==> config.mk <==
export PLATFORM = sky130hd
export DESIGN_NAME = mtrg_ram
export DESIGN_NICKNAME = d
export VERILOG_FILES = /design/src/design/mtrg_ram.sv
export SDC_FILE = /design/constraint.sdc
export NUM_CORES = 1
export LEC_CHECK = 0
export BUFFER_PORTS_ARGS = -buffer_cell sky130_fd_sc_hd__buf_2
export CORE_MARGIN = 2
export CORE_UTILIZATION = 52
export CTS_BUF_LIST = sky130_fd_sc_hd__clkbuf_8
export CTS_CLUSTER_SIZE = 28
export DETAILED_ROUTE_END_ITERATION = 10
export GPL_ROUTABILITY_DRIVEN = 1
export GPL_TIMING_DRIVEN = 1
export PLACE_DENSITY_LB_ADDON = 0.15
export SLEW_MARGIN = 10
export SYNTH_ARGS = -nofsm -noshare
export SYNTH_HDL_FRONTEND = slang
export SYNTH_SLANG_ARGS = --single-unit
==> constraint.sdc <==
create_clock -name clk -period 5.5 [get_ports clk]
set_clock_uncertainty 0.15 [all_clocks]
set_input_delay 1.1 -clock clk [delete_from_list [all_inputs] [get_ports clk]]
set_output_delay 1.1 -clock clk [all_outputs]
set_load 0.02 [all_outputs]
==> src/design/mtrg_ram.sv <==
// Generic single-write, single-read synchronous RAM with registered read data.
// No dependencies.
`timescale 1ns / 1ps

module mtrg_ram #(
  parameter int WIDTH = 32,
  parameter int DEPTH = 16,
  parameter int AW    = (DEPTH > 1) ? $clog2(DEPTH) : 1
) (
  input  logic             clk,
  input  logic             we,
  input  logic [AW-1:0]    waddr,
  input  logic [WIDTH-1:0] wdata,
  input  logic             re,
  input  logic [AW-1:0]    raddr,
  output logic [WIDTH-1:0] rdata
);

  logic [WIDTH-1:0] mem [DEPTH];

  always_ff @(posedge clk) begin
    if (we) begin
      mem[waddr] <= wdata;
    end
    // hold read data until the next read
    if (re) begin
      rdata <= mem[raddr];
    end
  end

endmodule

Word level (Yosys, flattened, before mapping) --
Memory sizes are Yosys's and may differ from the RTL's. A register that Yosys moved wholly into a read port is not among the register bits. Cells that the tools add are included.
Word-level totals: flip-flop bits (word level) 0, RAM bits 512, memories 1
Cells by class: multiplexer cells 2
Memory list:
- mem | depth 16, width 32, read ports 1, clocked after memory_dff 1, write ports 1, line 19 | logic [WIDTH-1:0] mem [DEPTH];
Operator list (count):
- $mux 1 | 2

Depth between registers and ports, before layout --
depth after elaboration 2, gate-level depth with buffers 5

Least setup slack after synthesis --
OpenSTA, ideal clock, no wires.
path type input to register, start in waddr[2], end mem mem[0][0] (enable), library setup time 461 ps, data arrival time 3818 ps, required time 4889 ps, path slack 1070 ps, stages 2, path through or3b_2 -> nor3_1
RTL lines:
- start, declared | line 12 | input logic [AW-1:0] waddr,
- end, declared | line 19
Straight into the memory's write port.

==> results.py <==
metrics = {
    "global_routing": {
        "grt.total_usage_pct": 21.9,
        "antenna_found_initial": 2,
        "grt_pass1_vias": 10100,
        "grt_pass1_wl_microns": 64100,
        "grt_max_degree": 81,
        "grt_overflow_total": 0,
    },
    "sta": {
        "slew_headroom_pct": 25.6,
        "fmax_mhz": 347,
        "final_max_slew_viol_count": 0,
        "fin_tns_setup_ns": 0,
        "rsz0062_at_grt": "false",
        "worstMarginPinSlew_ns": 1.12,
        "hold_ws_ns": 0.595,
        "finalSetupViolCount": 0,
        "fin_crit_ns": 2.88,
        "hold_viol": 0,
        "period_share_pct": 52.4,
    },
    "power_and_ir_drop": {
        "leakagePower_nw": 7.37,
        "powerDensity_mw_per_mm2": 356,
        "ir_drop_v": 0.000158,
    },
    "clocking": {
        "numCtsBuffers": 84,
        "cts_tree": "built",
        "root_buffer": "clkbuf_8",
        "insertion_delay_ns": 0.61,
        "path_clk_slew_ns": 0.06,
        "ctsHoldBuffers": 0,
        "cts_buffer_depth": 3,
        "ctsResizeCount": 0,
        "htree_levels": 3,
        "clock_sinks": 544,
        "cts_setup_buffers": 0,
    },
    "worst_setup_path": {
        "cp_cell_sequence": "clkbuf_8 -> buf_4 -> mux4_2 -> a22oi_1 -> nand2_1",
        "worst_ep_required_time_ns": 5.71,
        "rr_endpoint": "rdata[12]",
        "r2r_start": "mem[11][12]",
        "startpoint_type": "input pin",
        "worst_path_max_delay_cell": "mux4_2",
        "reg2reg_slack_ns": 3.90,
        "critPathKind": "input pin to register",
        "worst_ep_arrival_time_ns": 3.10,
        "path_delay_family": "buffers and inverters",
        "critPathCaptureType": "register",
        "crit_fanout": 57,
        "r2r_cells": 3,
        "cp_num_cells": 5,
        "crit_end": "rdata[20]",
        "crit_buf_inv": 2,
        "max_stage_delay_ns": 0.57,
        "cp-startpoint": "raddr[0]",
    },
    "placement": {
        "place_inst": 1413,
        "gp_congestion": 0.687,
        "place_hpwl_microns": 22000,
        "io_buffers": 74,
        "place_area_sq_mm": 0.0213,
    },
    "logic_synthesis": {
        "syn_area_sq_mm": 0.0202,
        "syn-mean-instance-area_sq_um": 24.1,
        "synth-edff-count": 544,
        "async_reset_ff_share_pct": 0,
        "netlist_top_cells_area": "edfxtp_1 (81%), mux4_2 (14%), a22oi_1 (2.4%)",
        "ys_seq_area_share_pct": 81.0,
        "synth.most_common_cell": "edfxtp_1",
        "synthCells": 838,
        "synth_top_cells_by_count": "edfxtp_1 (544), mux4_2 (128), a22oi_1 (64)",
        "synth_top_cell_by_area": "edfxtp_1",
        "ys_types": 17,
        "synthFlopType": "edfxtp_1",
        "synth_top_area_share_pct": 81.0,
        "ys_ff_latch": 544,
        "synth_fp_nets": 881,
        "yosysWarnings": 0,
    },
    "detailed_routing": {
        "dr.pass1.iters": 5,
        "vias": 9339,
        "ant_nets": 0,
        "wire_per_inst_microns": 27.6,
        "drc_errors": 0,
        "drtIter0Drc": 797,
        "vias_per_cell": 5.98,
        "drt-total-wl_microns": 43100,
    },
    "final_layout": {
        "multi_input_area_sq_mm": 0.00375,
        "fillers": 2789,
        "drive_gt1_share_pct": 33.1,
        "layout.nets": 1024,
        "register_area_sq_mm": 0.0163,
        "areaGrowthSynthToFinish_pct": 13.1,
        "final_cells": 1561,
        "final_area_sq_mm": 0.0228,
    },
    "die": {
        "die_h_microns": 201,
        "die_area_sq_mm": 0.0404,
        "die_x_microns": 201,
        "io_pins": 75,
        "core_area_sq_mm": 0.0385,
        "fp-row-count": 72,
        "initial_utilization_pct": 52.4,
    },
    "outcome": {
        "run_status": "finished, final reports clean",
    },
    "flow_run": {
        "maxCapViolCount": 0,
    },
    "worst_hold_path": {
        "hp-start": "mem[14][14]",
        "hold_path.class": "register to register",
    },
}
## routing by layer
metal / wire (microns) / part of all wire [%] / track usage, %
met3: 2660 / 6.2 / 4.07
met5: 33 / 0.077 / 0
met1: 18800 / 44 / 31.8
met4: 838 / 1.9 / 6.83
met2: 20800 / 48 / 34.5
## worst min-delay path by stage
| stage | cells past startpoint | slack, ns | end |
|---|---|---|---|
| after global routing | 3 | 0.61 | rdata[26] |
| after CTS | 3 | 0.60 | rdata[26] |
| after floorplan | 3 | 0.56 | rdata[0] |
| after global placement | 3 | 0.57 | rdata[29] |
| final | 3 | 0.59 | rdata[14] |
| after detailed placement | 3 | 0.59 | rdata[26] |
## cell families (layout without fill, tap and decap cells)
| logic type | Yosys count | after routing | synth area share (%) |
|---|---|---|---|
| compound gates | 64 | 64 | 2.38 |
| buf+inv | 43 | 247 | 1.10 |
| flops | 544 | 544 | 81.0 |
| mux | 128 | 128 | 14.3 |
| other cells | 0 | 1 | 0 |
| simple gates | 59 | 59 | 1.25 |
## metrics by stage
stage,setup slack (ns),power (mW),util (%)
5_1_grt,2.43,8.42,59.3
3_3_place_gp,1.93,5.19,55.4
4_1_cts,2.58,8.22,59.3
2_1_floorplan,1.07,5.03,-
6_report,2.62,8.13,59.3
3_5_place_dp,1.92,5.21,55.4
## cell usage in the layout (no fill, tap or decap), drive strengths merged, types with 2 or more instances in the layout
cell type	instances
a22oi	64
nand2	33
nor2	13
nor3	4
nand2b	2
edfxtp	544
nor2b	2
mux4	128
bufinv	2
nand3b	2
inv	26
clkinv	31
buf	99
clkbuf	88
## state kept, by name, summed over array words and instances (netlist names)
signal  count
rdata      32
mem       512
## final cells by class
cell class,count,share of cell area (%)
sequential,544,71.6
multi-input combinational,251,16.4
timing repair buffer,100,2.58
clock inverter,60,1.27
tap,518,2.84
clock buffer,87,5.25
antenna,1,0.0110
## worst register-to-register path, stage by stage (launching register included)
cell      delay [ns]
edfxtp_1        0.37
mux4_2          0.48
a22oi_1         0.20
nand2_1         0.12
## power by group
group          switching [mW]  internal (mW)
Combinational           0.260          0.160
Clock                    1.46           1.55
Sequential             0.0242           4.67
No activity file was read; power rests on OpenSTA's default activity.
