==> config.mk <==
export PLATFORM = sky130hd
export DESIGN_NAME = mtrg_out
export DESIGN_NICKNAME = d
export VERILOG_FILES = /design/src/design/mtrg_pkg.sv /design/src/design/mtrg_out.sv
export SDC_FILE = /design/constraint.sdc
export NUM_CORES = 1
export LEC_CHECK = 0
export ABC_AREA = 1
export BUFFER_PORTS_ARGS = -buffer_cell sky130_fd_sc_hd__buf_2
export CAP_MARGIN = 20
export CORE_ASPECT_RATIO = 1.25
export CORE_MARGIN = 2
export CORE_UTILIZATION = 49
export CTS_CLUSTER_DIAMETER = 200
export DETAILED_ROUTE_END_ITERATION = 10
export GPL_TIMING_DRIVEN = 0
export PLACE_DENSITY = 0.79
export SYNTH_ARGS = -nofsm -noshare
export SYNTH_HDL_FRONTEND = slang
export SYNTH_SLANG_ARGS = --single-unit
==> constraint.sdc <==
create_clock -name clk -period 2.8 [get_ports clk]
set_input_delay 0.28 -clock clk [delete_from_list [all_inputs] [get_ports clk]]
set_output_delay 0.28 -clock clk [all_outputs]
set_load 0.02 [all_outputs]
==> src/design/mtrg_pkg.sv <==
// Shared types, constants and the output tempering function of the generator.
// No dependencies.
`timescale 1ns / 1ps

package mtrg_pkg;

  localparam int SDEPTH   = 624;
  localparam int SADDR_W  = 10;
  localparam int TW_SHIFT = 397;

  localparam int IN_TDATA_W  = 72;
  localparam int OUT_TDATA_W = 32;

  localparam logic [1:0] FUNC_DRAW = 2'd0;
  localparam logic [1:0] FUNC_SEED = 2'd1;
  localparam logic [1:0] FUNC_KEY  = 2'd2;

  localparam logic [SADDR_W-1:0] LAST_POS     = SADDR_W'(SDEPTH - 1);
  localparam logic [SADDR_W-1:0] IDX_FULL     = SADDR_W'(SDEPTH);
  localparam logic [SADDR_W-1:0] IDX_UNSEEDED = SADDR_W'(SDEPTH + 1);

  localparam logic [31:0] TWIST_MAT   = 32'h9908_b0df;
  localparam logic [31:0] HI_BIT      = 32'h8000_0000;
  localparam logic [31:0] LIN_MULT    = 32'd1812433253;
  localparam logic [31:0] ARR_MULT1   = 32'd1664525;
  localparam logic [31:0] ARR_MULT2   = 32'd1566083941;
  localparam logic [31:0] TEMPER_B    = 32'h9d2c_5680;
  localparam logic [31:0] TEMPER_C    = 32'hefc6_0000;
  localparam logic [31:0] ARR_SEED    = 32'd19650218;
  localparam logic [31:0] DFLT_SEED   = 32'd5489;

  // Raw state word handed to the output stage.
  typedef struct packed {
    logic        valid;
    logic [31:0] word;
  } mtrg_word_t;

  function automatic logic [31:0] temper(input logic [31:0] w);
    logic [31:0] y;
    y = w ^ (w >> 11);
    y = y ^ ((y << 7) & TEMPER_B);
    y = y ^ ((y << 15) & TEMPER_C);
    y = y ^ (y >> 18);
    return y;
  endfunction

endpackage

==> src/design/mtrg_out.sv <==
// Output stage: tempers a raw state word and holds it on the result channel.
// Depends on mtrg_pkg.
`timescale 1ns / 1ps

module mtrg_out import mtrg_pkg::*; (
  input  logic                   clk,
  input  logic                   rst_n,
  input  mtrg_word_t             load,
  output logic                   can_load,
  output logic                   out_tvalid,
  input  logic                   out_tready,
  output logic [OUT_TDATA_W-1:0] out_tdata   // [31:0] random_word
);

  logic        out_valid_r, out_valid_nxt;
  logic [31:0] out_data_r;
  logic        take;

  assign can_load      = !out_valid_r || out_tready;
  assign take          = load.valid && can_load;
  assign out_valid_nxt = take || (out_valid_r && !out_tready);

  always_ff @(posedge clk) begin
    if (!rst_n) begin
      out_valid_r <= 1'b0;
    end else begin
      out_valid_r <= out_valid_nxt;
    end
    if (take) begin
      out_data_r <= temper(load.word);
    end
  end

  assign out_tvalid = out_valid_r;
  assign out_tdata  = out_data_r;

endmodule

# After elaboration in Yosys (flattened, before gate mapping)
# Cells that the tools add are included.
[word_totals] ff_bits=33 input_bits=36 output_inout_bits=34 elab_cells=12
[op_classes] bitwise=4 reduce_logical=6
[ops] op="32-bit bitwise XOR" n=2
[ops] op="32-bit by 14-bit bitwise XOR with 32-bit output" n=1
[ops] op="32-bit by 21-bit bitwise XOR with 32-bit output" n=1
[ops] op="1-bit logical AND" n=2
[ops] op="1-bit logical NOT" n=2
[ops] op="1-bit logical OR" n=2

# Depth between registers and ports, before layout
[logic_depth] ltp_word=4 mapped_depth=10 depth_no_buf=10

# Worst setup path before layout
# Ideal clock, no wire load.
[synth_path] path_type="reg2reg" startpoint="reg out_valid_r, in the netlist out_tvalid" endpoint="reg out_data_r[0], in the netlist out_tdata[0], enable pin" setup_time_ns=0.432 arrival_ns=2.010 t_required_ns=2.368 path_slack_ns=0.358 stages_incl_launch_ff=2 path_buffers=0 synth_period_minus_slack_ns=2.442 cell_sequence="dfxtp_1 -> a21oi_1"
[synth_between] elab_chain_len=3
[synth_lines] item="start, declared" line_no="mtrg_out.sv:15" rtl="logic out_valid_r, out_valid_nxt;"
[synth_lines] item="start signal, assigned" line_no="mtrg_out.sv:27" rtl="out_valid_r <= out_valid_nxt;"
[synth_lines] item="1-bit logical NOT" line_no="mtrg_out.sv:19" rtl="assign can_load = !out_valid_r || out_tready;"
[synth_lines] item="1-bit logical OR" line_no="mtrg_out.sv:19"
[synth_lines] item="1-bit logical AND" line_no="mtrg_out.sv:20" rtl="assign take = load.valid && can_load;"
[synth_lines] item="net take" line_no="mtrg_out.sv:17" rtl="logic take;"
[synth_lines] item="end signal, assigned" line_no="mtrg_out.sv:30" rtl="out_data_r <= temper(load.word);"
[synth_lines] item="end, declared" line_no="mtrg_out.sv:16" rtl="logic [31:0] out_data_r;"
# The timed path passes the listed nets, and every way through them passes these cells.
# A chain may end at the register's enable or synchronous reset.

# Worst setup path after layout
[layout_path] startpoint="reg out_valid_r, in the netlist out_tvalid" endpoint="reg out_data_r[1], in the netlist out_tdata[1], enable pin"
# Same word-level chain as after synthesis.

==> qor.txt <==
outcome: complete, no violations
core area: 3754 um^2
per-cell routed wire length: 10.78 um
final cell count without fillers: 326
Sink Count: 33
highest-count cells in the layout ignoring fill and taps: nand2_1, buf_2, edfxtp_1, inv_1, xor2_1
CP Launch Point: out_tvalid
vias in the first global route: 1351
largest net degree at the start of global routing: 18
Setup-failing EPs final: 0
HPWL Detailed: 2935 um
Seq/Total Area, Yosys: 0.5168
ANT cells: 0
Placed Cells: 319
Startpoint Class: register
setup TNS: 0 ns
Die X: 59.67 um
Longest Clk Path Bufs: 2
port bufs: 68
post-synth cell types: 18
relative slew slack: 0.6073
cell area power density: 553.9 nW/um^2
total grt overflow: 0
min-delay worst type: input port to register
GRT Util Overall: 0.1699
Comb pwr share: 0.280
hold slack: 0.2651 ns
Clk pwr share: 0.246
TritonCTS Buffers: 5
Period Utilization, post-route: 0.4914
Final min period: 1.376 ns
TritonRoute pass-1 iters: 4
die height: 73.59 um
Yosys warning count: 0
H-tree depth: 2
Sw Ratio: 0.3067
RSZ-0062 raised after global routing: no
NetSw: 0.4083 mW
via/cell ratio: 4.660
Clk Latency, worst-skew pair: 0.28 ns
worst reg2reg endpoint: out_tdata[1]
CTS tree: yes
Final WS setup: 1.424 ns
Yosys reg bits: 33
Initial Utilization: 0.5057
cells after synthesis: 210
Synth Net Count: 246
Clock Tree Root: clkbuf_8
Final Total Pwr: 1.331 mW
internal power: 0.9229 mW
CP arrival: 1.36 ns
Vias: 1519
skew final: 0.008713 ns
Crit Path Max Fanout: 17
Reg2Reg Setup Slack: 1.42 ns
# DRC: 0
Yosys top cell by area: edfxtp_1
Routed WL: 3513 um
Crit. End Element: register
FF-to-FF Start: out_tvalid
Hold Vio Cnt, Final: 0
Util after Layout: 0.6403
Worst Setup EP: out_tdata[1]
Mapped Avg Cell Area: 9.038 um^2
most common cell after layout, fill and taps aside: nand2_1
P_leak: 1.244 nW
synthesis-to-finish area growth: 26.63%
Placement Rows: 25
initial antenna violation count: 0
Nets: 322
maximum VDD drop: 0.2660 mV
Critical Path RT: 2.79 ns
post_cts resized: 0
Post-CTS Setup Inserts: 0
pre-CTS WS: 1.338 ns
post-route ant nets: 0
Reg clk slew, reported paths: 0.06 ns
worst slew pin tran: 0.5877 ns
initial drt markers: 35
Worst R2R Path Depth: 2
Fmax achieved: 726.8 MHz
max-slew violation count: 0
IO Pins: 70
max-cap viol count: 0
Sequential Power Share: 0.475
Cell Area, Placed: 2327 um^2
ratio of cells with drive above 1 in the final layout: 0.3007
CTS Hold Buffers Added: 0
first-pass GRT wire length: 5471 um
die area: 4390 um^2
final RePlAce weighted congestion: 0.8139
Synth area leaders: edfxtp_1, nand2_1, xor2_1
share of the synthesized area in the top cell type: 0.5063
Worst Path Class, Setup: register to register
Mapped Area: 1898 um^2
cell area after layout: 2404 um^2
## synth_stat cells (all sizes together)
cell / n
nand2: 96
edfxtp: 32
inv: 28
xor2: 20
xnor2: 14
nand3: 10
nand3b: 2
nor2: 2
a21boi: 1
a21oi: 1
buf: 1
dfxtp: 1
nand4: 1
or2: 1
## flip-flops by register name, summed over array words and instances, names as in the netlist
register / flops
out_tdata: 32
out_tvalid: 1
## worst min path at each step
stage / from / to / slack (ns) / depth (start not counted)
after detailed placement: rst_n / out_tvalid / 0.55 / 2
after CTS: rst_n / out_tvalid / 0.26 / 2
final: rst_n / out_tvalid / 0.27 / 2
after floorplan: rst_n / out_tvalid / 0.43 / 1
after global placement: out_tvalid / out_tvalid / 0.49 / 2
after global routing: rst_n / out_tvalid / 0.26 / 2
## layout make-up
cell class / count / area (um^2)
sequential: 33 / 980.9
clock buffer: 6 / 72.57
multi-input combinational: 148 / 812.0
tap: 40 / 50.05
fill: 318 / 1350
clock inverter: 1 / 3.754
timing repair buffer: 69 / 367.9
inverter: 28 / 105.1
buffer: 1 / 11.26
## logic make-up after synthesis
family	share of synthesized area
simple gates	0.2426
xor+xnor	0.1727
compound gates	0.006591
flops	0.5168
buf+inv	0.06130
## worst max-delay path, stage by stage (launching register included)
cell and delay, ns:
dfxtp_1 0.35, a21oi_4 0.51, buf_16 0.22
## power groups by stage
stage | Sequential [mW] | Clock, mW | Combinational (mW)
finish | 0.632 | 0.327 | 0.372
global route | 0.638 | 0.348 | 0.413
CTS | 0.633 | 0.330 | 0.375
detailed placement | 0.644 | 0 | 0.375
global placement | 0.643 | 0 | 0.356
floorplan | 0.719 | 0 | 0.172
## per-layer routing
metal  wire length [um]  up-vias  GRT usage
li1                   -      803          -
met5                  0        -          0
met1               1357      661     0.1792
met2               1848       48     0.2935
met3                209        7    0.05458
met4                 97        0    0.09136
Power figures use the tool's default switching activity.
